--- src/sv/rtt_pkg.sv ---
// ----------------------------------------------------------------------------
// rtt_pkg
// Shared types and constants for the real-time timer register block.
// ----------------------------------------------------------------------------
package rtt_pkg;

    localparam int unsigned PRESCALE_BITS_DEF = 16;
    localparam int unsigned DATA_W            = 32;
    localparam int unsigned DIV_W             = 16;

    localparam logic [DATA_W-1:0] MODE_RESET  = 32'h0000_8000;
    localparam logic [DATA_W-1:0] ALARM_RESET = 32'hFFFF_FFFF;
    localparam logic [DIV_W-1:0]  SLOW_DIV    = 16'h8000;

    localparam int unsigned MODE_ALM_EN_BIT = 16;
    localparam int unsigned MODE_INC_EN_BIT = 17;
    localparam int unsigned MODE_RESTART_BIT = 18;

    localparam int unsigned FLAG_ALARM_BIT = 0;
    localparam int unsigned FLAG_INC_BIT   = 1;

    typedef enum logic [1:0] {
        CMD_TICK  = 2'd0,
        CMD_READ  = 2'd1,
        CMD_WRITE = 2'd2
    } t_cmd;

    typedef enum logic [1:0] {
        REG_MODE   = 2'd0,
        REG_ALARM  = 2'd1,
        REG_VALUE  = 2'd2,
        REG_STATUS = 2'd3
    } t_reg_index;

    typedef struct packed {
        logic [1:0]        cmd;
        logic [1:0]        reg_index;
        logic [DATA_W-1:0] write_data;
    } t_item;

    typedef struct packed {
        logic [DATA_W-1:0] read_data;
        logic              irq_level;
        logic              access_error;
    } t_result;

endpackage

--- src/sv/rtt_exec.sv ---
// ----------------------------------------------------------------------------
// rtt_exec
// Timer state registers and the combinational execute logic for one word.
// ----------------------------------------------------------------------------
module rtt_exec #(
    parameter int unsigned PRESCALE_BITS = rtt_pkg::PRESCALE_BITS_DEF
) (
    input  logic            i_clk,
    input  logic            i_rst_n,
    input  logic            i_fire,
    input  rtt_pkg::t_item  i_item,
    output rtt_pkg::t_result o_result
);
    import rtt_pkg::*;

    localparam logic [DIV_W-1:0] DIV_MASK = DIV_W'((32'd1 << PRESCALE_BITS) - 32'd1);

    logic [DATA_W-1:0] r_mode_word, n_mode_word;
    logic [DATA_W-1:0] r_alarm_word, n_alarm_word;
    logic [DATA_W-1:0] r_time_value, n_time_value;
    logic [1:0]        r_status_flags, n_status_flags;
    logic [DIV_W-1:0]  r_active_divisor, n_active_divisor;
    logic [DIV_W-1:0]  r_prescale_count, n_prescale_count;

    logic [DIV_W-1:0]  count_inc;
    logic [DIV_W-1:0]  div_field;
    logic              bump;
    logic [DATA_W-1:0] rd;
    logic              err;

    assign count_inc = r_prescale_count + DIV_W'(1);
    assign bump      = (count_inc >= r_active_divisor) || (r_prescale_count >= r_active_divisor);
    assign div_field = i_item.write_data[DIV_W-1:0] & DIV_MASK;

    always_comb begin
        n_mode_word      = r_mode_word;
        n_alarm_word     = r_alarm_word;
        n_time_value     = r_time_value;
        n_status_flags   = r_status_flags;
        n_active_divisor = r_active_divisor;
        n_prescale_count = r_prescale_count;
        rd               = '0;
        err              = 1'b0;
        unique case (t_cmd'(i_item.cmd))
            CMD_TICK: begin
                if (bump) begin
                    n_prescale_count             = '0;
                    n_time_value                 = r_time_value + DATA_W'(1);
                    n_status_flags[FLAG_INC_BIT] = 1'b1;
                    // value+1 == alarm+1 under wrap
                    if (r_time_value == r_alarm_word) begin
                        n_status_flags[FLAG_ALARM_BIT] = 1'b1;
                    end
                end else begin
                    n_prescale_count = count_inc;
                end
            end
            CMD_READ: begin
                unique case (t_reg_index'(i_item.reg_index))
                    REG_MODE:  rd = r_mode_word;
                    REG_ALARM: rd = r_alarm_word;
                    REG_VALUE: rd = r_time_value;
                    REG_STATUS: begin
                        rd             = {{(DATA_W-2){1'b0}}, r_status_flags};
                        n_status_flags = '0;
                    end
                    default: rd = '0;
                endcase
            end
            CMD_WRITE: begin
                unique case (t_reg_index'(i_item.reg_index))
                    REG_MODE: begin
                        n_mode_word = i_item.write_data;
                        if (i_item.write_data[MODE_RESTART_BIT]) begin
                            n_time_value     = '0;
                            n_prescale_count = '0;
                            n_active_divisor = (div_field == '0) ? SLOW_DIV : div_field;
                        end
                    end
                    REG_ALARM: n_alarm_word = i_item.write_data;
                    default:   err = 1'b1;
                endcase
            end
            default: begin
            end
        endcase
    end

    assign o_result.read_data    = rd;
    assign o_result.access_error = err;
    assign o_result.irq_level    =
        |({n_mode_word[MODE_INC_EN_BIT], n_mode_word[MODE_ALM_EN_BIT]} & n_status_flags);

    always_ff @(posedge i_clk) begin
        if (!i_rst_n) begin
            r_mode_word      <= MODE_RESET;
            r_alarm_word     <= ALARM_RESET;
            r_time_value     <= '0;
            r_status_flags   <= '0;
            r_active_divisor <= SLOW_DIV;
            r_prescale_count <= '0;
        end else if (i_fire) begin
            r_mode_word      <= n_mode_word;
            r_alarm_word     <= n_alarm_word;
            r_time_value     <= n_time_value;
            r_status_flags   <= n_status_flags;
            r_active_divisor <= n_active_divisor;
            r_prescale_count <= n_prescale_count;
        end
    end

    a_div_nonzero: assert property (@(posedge i_clk) disable iff (!i_rst_n)
        r_active_divisor != '0)
        else $error("active divisor is zero");

    a_restart_clears: assert property (@(posedge i_clk) disable iff (!i_rst_n)
        i_fire && i_item.cmd == CMD_WRITE && i_item.reg_index == REG_MODE
            && i_item.write_data[MODE_RESTART_BIT]
        |=> r_time_value == '0 && r_prescale_count == '0)
        else $error("restart did not clear value and prescaler");

    a_status_read_clears: assert property (@(posedge i_clk) disable iff (!i_rst_n)
        i_fire && i_item.cmd == CMD_READ && i_item.reg_index == REG_STATUS
        |=> r_status_flags == '0)
        else $error("status read did not clear flags");

    a_illegal_write_no_effect: assert property (@(posedge i_clk) disable iff (!i_rst_n)
        i_fire && i_item.cmd == CMD_WRITE
            && (i_item.reg_index == REG_VALUE || i_item.reg_index == REG_STATUS)
        |=> $stable(r_mode_word) && $stable(r_alarm_word) && $stable(r_time_value)
            && $stable(r_status_flags))
        else $error("illegal write changed state");

endmodule

--- src/sv/real_time_timer_registers.sv ---
// ----------------------------------------------------------------------------
// real_time_timer_registers
// Real-time timer with mode, alarm, value and status registers.
// ----------------------------------------------------------------------------
// flow: a word waits in the input register, and its result in the output register
// throughput: one word per cycle while the output is taken, set by the single execute stage on the state
// input ready follows output ready through the execute stage when both are full
// reset: synchronous active low; mode 0x8000, alarm all ones, value, status and
// prescaler zero, divisor 32768, both pipeline stages empty
module real_time_timer_registers #(
    parameter int unsigned PRESCALE_BITS = rtt_pkg::PRESCALE_BITS_DEF
) (
    input  logic                        i_clk,
    input  logic                        i_rst_n,
    input  logic                        i_in_valid,
    output logic                        o_in_ready,
    input  logic [1:0]                  i_cmd,
    input  logic [1:0]                  i_reg_index,
    input  logic [rtt_pkg::DATA_W-1:0]  i_write_data,
    output logic                        o_out_valid,
    input  logic                        i_out_ready,
    output logic [rtt_pkg::DATA_W-1:0]  o_read_data,
    output logic                        o_irq_level,
    output logic                        o_access_error
);
    import rtt_pkg::*;

    logic    r_in_valid;
    t_item   r_item;
    logic    r_out_valid;
    t_result r_result;
    t_result exec_result;
    logic    fire;

    assign fire       = r_in_valid && (!r_out_valid || i_out_ready);
    assign o_in_ready = !r_in_valid || fire;

    always_ff @(posedge i_clk) begin
        if (!i_rst_n) begin
            r_in_valid <= 1'b0;
        end else if (o_in_ready) begin
            r_in_valid <= i_in_valid;
        end
    end

    always_ff @(posedge i_clk) begin
        if (o_in_ready && i_in_valid) begin
            r_item.cmd        <= i_cmd;
            r_item.reg_index  <= i_reg_index;
            r_item.write_data <= i_write_data;
        end
    end

    rtt_exec #(
        .PRESCALE_BITS(PRESCALE_BITS)
    ) u_exec (
        .i_clk    (i_clk),
        .i_rst_n  (i_rst_n),
        .i_fire   (fire),
        .i_item   (r_item),
        .o_result (exec_result)
    );

    always_ff @(posedge i_clk) begin
        if (!i_rst_n) begin
            r_out_valid <= 1'b0;
        end else if (fire) begin
            r_out_valid <= 1'b1;
        end else if (i_out_ready) begin
            r_out_valid <= 1'b0;
        end
    end

    always_ff @(posedge i_clk) begin
        if (fire) begin
            r_result <= exec_result;
        end
    end

    assign o_out_valid    = r_out_valid;
    assign o_read_data    = r_result.read_data;
    assign o_irq_level    = r_result.irq_level;
    assign o_access_error = r_result.access_error;

endmodule
--- config.mk ---
export PLATFORM = sky130hd
export DESIGN_NAME = real_time_timer_registers
export DESIGN_NICKNAME = d
export VERILOG_FILES = /design/src/sv/rtt_pkg.sv /design/src/sv/rtt_exec.sv /design/src/sv/real_time_timer_registers.sv
export SDC_FILE = /design/constraint.sdc
export NUM_CORES = 1
export LEC_CHECK = 0
export BUFFER_PORTS_ARGS = -buffer_cell sky130_fd_sc_hd__buf_2
export CORE_ASPECT_RATIO = 0.5
export CORE_UTILIZATION = 35
export CTS_CLUSTER_DIAMETER = 80
export DETAILED_ROUTE_END_ITERATION = 8
export PLACE_DENSITY = 0.62
export RECOVER_POWER = 100
export SYNTH_ARGS = -nofsm -noshare
export SYNTH_HDL_FRONTEND = slang
export SYNTH_SLANG_ARGS = --single-unit
--- constraint.sdc ---
create_clock -name i_clk -period 4.34 [get_ports i_clk]
set_input_delay 0.651 -clock i_clk [delete_from_list [all_inputs] [get_ports i_clk]]
set_output_delay 0.651 -clock i_clk [all_outputs]
set_load 0.05 [all_outputs]
* Word-level counts from Yosys, hierarchy flattened
Index checks and enable logic that the tools add are counted.
W data, S select, Z words.
** Operators by class
- $add $sub $neg :: 2
- Bitwise logic cells :: 1
- Multiply operators :: 0
- Shift operators :: 0
- Order comparisons :: 2
- Mux-type cells :: 19
- Equal/unequal tests :: 9
- Reduce and logical (&&, ||, !) cells :: 19
- Div/mod/pow operators :: 0
** Operators by type and width (count)
- $pmux W32 S4 :: 1
- $mux W32 :: 3
- $mux W16 :: 4
- $pmux W32 S2 :: 1
- $mux W18 :: 2
- $add A32 B1 Y32 const B :: 1
- $eq A32 B32 Y1 :: 1
- $ge A16 B16 Y1 :: 2
- $pmux W16 S2 :: 1
- $add A16 B1 Y16 const B :: 1
- $logic_not A16 Y1 :: 1
- $reduce_and A4 Y1 :: 2
- $eq A2 B2 Y1 const B :: 3
- $reduce_and A3 Y1 :: 2
- $reduce_and A5 Y1 :: 1
- $eq A2 B1 Y1 const B :: 2
- $logic_not A2 Y1 :: 2
- $mux W1 :: 4
- $mux W2 :: 2
- $ne A2 B1 Y1 const B :: 2
- $pmux W2 S2 :: 1
- $reduce_bool A2 Y1 :: 2
- $reduce_or A2 Y1 :: 2
- $logic_or A1 B1 Y1 :: 3
- 4 further kinds :: 6
** Storage, ports and cells
- Memories kept :: 0
- Register bits after elaboration :: 202
- Input port bits :: 40
- Bits in latches :: 0
- Memory bits (writable) :: 0
- Bits in read-only memories :: 0

* Longest topological paths before layout
- Word-level depth :: 7
- Gate-level depth with buffers :: 17

* Modules after synthesis
From an unflattened synthesis, not the netlist that was laid out.
** Second synthesis, totals
- Cells, all modules :: 1025
- Area total of the unflattened synthesis :: 9631.7 um^2
** By module, submodules not included
- rtt_exec :: sequential area each 2602.5 um^2, cells an instance 946, area an instance 7425.9 um^2, times used 1
- real_time_timer_registers :: sequential area each 2142.1 um^2, cells an instance 79, area an instance 2205.9 um^2, times used 1

* Worst setup path after synthesis
Ideal clock, no wire load.
- Kind :: register -> register
- From :: register u_exec.r_prescale_count[0]
- To :: register u_exec.r_prescale_count[10]
- Setup time :: 0.069 ns
- Period minus slack after synthesis :: 3.506 ns
- Arrival :: 3.437 ns
- Stages on the path, launching flop included :: 16
- Path slack :: 0.834 ns
- Path through :: dfxtp_1 nand3_1 nor3_1 nand3_1 nor3_1 xor2_1 ha_1 nand4_1 or3_1 o41ai_1 or4_1 buf_2 or3b_1 buf_2 or3_1 o21ai_1
** Between the ends
- Cells in the longest elaborated chain, start to end :: 5
** RTL lines
- from (decl) :: RTL line rtt_exec.sv:23 : logic [DIV_W-1:0] r_prescale_count, n_prescale_count;
- from (signal assigned) :: RTL line rtt_exec.sv:108 : r_prescale_count <= n_prescale_count;
- $add A16 B1 Y16 :: RTL line rtt_exec.sv:31 : assign count_inc = r_prescale_count + DIV_W'(1);
- $ge A16 B16 Y1 :: RTL line rtt_exec.sv:32 : assign bump = (count_inc >= r_active_divisor) || (r_prescale_count >= r_active_divisor);
- $logic_or A1 B1 Y1 :: RTL line rtt_exec.sv:32
- $mux W16 (*) :: RTL line rtt_exec.sv:46 : if (bump) begin
- $pmux W16 S2 (*) :: RTL line rtt_exec.sv:44 : unique case (t_cmd'(i_item.cmd))
Mark *: on every way between the ends. The rest lies on a longest branch, timed or not.
A chain may end at the register's enable or synchronous reset.

* Worst setup path after layout
- From :: register u_exec.r_prescale_count[0]
- To :: register u_exec.r_time_value[15]
** Between the ends
- Cells in the longest elaborated chain, start to end :: 5
** RTL lines
- $add A16 B1 Y16 :: RTL line rtt_exec.sv:31
- $ge A16 B16 Y1 :: RTL line rtt_exec.sv:32
- $logic_or A1 B1 Y1 (*) :: RTL line rtt_exec.sv:32
- $ne A2 B1 Y1 (no source line) (*)
- $reduce_and A5 Y1 (no source line) (*)
- to (signal assigned) :: RTL line rtt_exec.sv:105 : r_time_value <= n_time_value;
- to (decl) :: RTL line rtt_exec.sv:20 : logic [DATA_W-1:0] r_time_value, n_time_value;
Marked as above.

==> metrics <==
status=complete, but fails checks; failing checks=max-capacitance violations, max-slew violations; GRT Residual Overflow=0; GP Congestion=0.869; path depth of the worst reg2reg path=15; Final Cell Area=10900 um^2; vias in the first global route=7244; non-filler cells, final=1451; die area=27900 um^2; CP startpoint=u_exec.r_prescale_count[0]; vias=7629; CTS tree=done; FMAX=0.249 GHz; top cells by area, synth=dfxtp_1 28%, edfxtp_1 22%, nand2_1 7.5%, ha_1 4.5%, a21oi_1 3.7%; commonest cells in the netlist=189 x nand2_1, 132 x dfxtp_1, 76 x nor2_1, 71 x a21oi_1, 70 x edfxtp_1; origin of the critical flop-to-flop path=u_exec.r_prescale_count[0]; top-count cell post-synth=nand2_1; initial antenna violation count=0; HP Class=input port to flop; clk buf depth=3; synthesized instance count=1030; RSZ-0062 raised after global routing=no; FF+latch count, synth=202; WL per Instance=17.4 um; Via density=5.26; CP arrival=4.41 ns; setup_tns=0 ns; fin crit share=92.4%; Initial Util=35.8%; chip height=119 um; CTS Sinks=202; I/O Pins=76; placed cell areas=10200 um^2; DRC marker count from the first detailed-route iteration=609; Setup Viol. Count Final=0; first-pass GRT wire length=40.3 mm; Final Max Tran Viols=163; Setup CP Type=flop to flop; syn avg cell area=9.24 um^2; layout cells sized above 1=8.55%; Routed Antenna Nets=0; Synth Cell Area=9510 um^2; CP required=4.74 ns; Yosys warnings=0; Cells after DPL=1414; Detailed Route WL=25.3 mm; Worst Tran Pin Value=2.14 ns; DRC Markers=0; Worst Setup Start Kind=flop; critical path endpoint=u_exec.r_time_value[15]; site row count=42; leakage power=3.97 nW; Syn Nets=1104; clock slew at reported path FFs=0.07 ns; DP HPWL=17.8 mm; Worst Skew=0.0160 ns; total track usage=18.0%; largest net degree at the start of global routing=93; Skew-Pair Late Insertion Delay=0.50 ns; area share of the largest cell type after synthesis=27.8%; number of synthesized flops with an enable pin=70; sequential fraction of the synthesis area=49.9%; crit end category=flop; ys flop type=dfxtp_1; die width=235 um; H-tree levels=1; r2r endpoint=u_exec.r_time_value[15]; Slew HR=-42.9%; Antenna diodes=0; DRT Pass-1 Iters=7; Hold Vio Cnt, Final=0; Async S/R FF share, synth=0%; total power divided by cell area=382 nW/um^2; Core ar.=26600 um^2; Layout Nets=1159; clk root buf=clkbuf_16; minimum clock period=4.01 ns; CP max FO=13; Synth-to-Final Area Change=14.4%; Port Buffers=75; # Post-CTS Setup Buffers=0; Max IR drop VDD=0.246 mV; maximum capacitance violations=3; area leader, netlist=dfxtp_1; CTS Buf Count=21; Cell variety after synth=53; flop2flop setup slack=0.33 ns
## layer usage
metal | GRT usage (%) | wire length, um | up-vias
met3 | 3.57 | 1580 | 39
met4 | 4.61 | 485 | 0
met5 | 0 | 0 | -
met1 | 25.9 | 12100 | 3649
li1 | - | - | 3734
met2 | 27.6 | 11100 | 207
## what timing repair did
| item | CTS | global route |
|---|---|---|
| hold endpoints to repair | 0 | 0 |
| endpoints found under the setup margin | 0 | 29 |
| resized for setup | 0 | 4 |
| hold buffers | 0 | 0 |
## where the power goes
part           total (W)  switching [W]  internal [W]
Combinational   0.000229       0.000164     0.0000650
Sequential       0.00204      0.0000343       0.00200
Clock            0.00189       0.000763       0.00113
Total            0.00416       0.000961       0.00319
## critical path, cell delays in order, from the launching register on
cell	delay, ns
dfxtp_1	0.44
ha_1	0.22
nand3_1	0.17
nor2_1	0.21
nand3_1	0.16
nor3_2	0.21
xnor2_1	0.11
ha_1	0.31
nand4_1	0.17
or3_1	0.41
o41ai_1	0.24
or4_4	0.26
o211ai_2	0.21
clkbuf_2	0.27
or3_1	0.38
a21oi_1	0.16
## cell families after synthesis
kind of cell	synth area share (%)
simple gates	21.3
buf+inv	3.46
xor+xnor	3.96
compound gates	13.1
flops	49.9
fa+ha+maj	4.47
mux	3.84
## per-stage QoR
| stage | total power [W] | hold WS (ns) | utilization, % | setup slack [ns] |
|---|---|---|---|---|
| 2_1_floorplan | 0.00222 | 0.440 | - | 0.834 |
| 3_5_place_dp | 0.00231 | 0.459 | 38.5 | 0.147 |
| 3_3_place_gp | 0.00230 | 0.451 | 38.5 | 0.318 |
| 5_1_grt | 0.00429 | 0.307 | 40.9 | 0.00933 |
| 6_report | 0.00416 | 0.329 | 40.9 | 0.331 |
| 4_1_cts | 0.00418 | 0.317 | 41.2 | 0.159 |
## flip-flops by register name, summed over array words and instances, names as in the netlist
register                 cells
r_item                      36
u_exec.r_alarm_word         32
u_exec.r_mode_word          32
o_out_valid                  1
u_exec.r_status_flags        2
o_access_error               1
u_exec.r_active_divisor     16
o_irq_level                  1
o_read_data                 32
u_exec.r_prescale_count     16
r_in_valid                   1
u_exec.r_time_value         32
## cells in the final DEF, fill, tap and decap left out, drive strengths merged, types with 10 or more instances in the layout
cell type,instances
a21oi,71
edfxtp,70
ha,34
clkinv,10
clkbuf,69
nand3,58
nor4,12
inv,24
nor2,76
or3,30
a21boi,47
nand4,16
o21ai,38
dfxtp,132
nand2,189
xor2,35
buf,46
mux2i,32
## layout make-up
type | count | area, um^2
clock buffers | 22 | 529
clock inverters | 15 | 186
fillers | 2620 | 15700
inverters | 25 | 93.8
multi-input cells | 742 | 4460
flip-flops and latches | 202 | 4740
well taps | 352 | 440
repair buffers | 93 | 429
## how the worst min path moves through the flow
stage                                 from                endpoint  slack, ns  cells past startpoint
global route               i_write_data[2]               r_item[2]       0.31                      1
floorplan           u_exec.r_mode_word[15]  u_exec.r_mode_word[15]       0.44                      2
finish                     i_write_data[3]               r_item[3]       0.33                      1
CTS                       i_write_data[31]              r_item[31]       0.32                      1
detailed placement   u_exec.r_mode_word[8]   u_exec.r_mode_word[8]       0.46                      2
global placement    u_exec.r_mode_word[15]  u_exec.r_mode_word[15]       0.45                      2
Note: power is estimated with default switching activity, not from simulation.
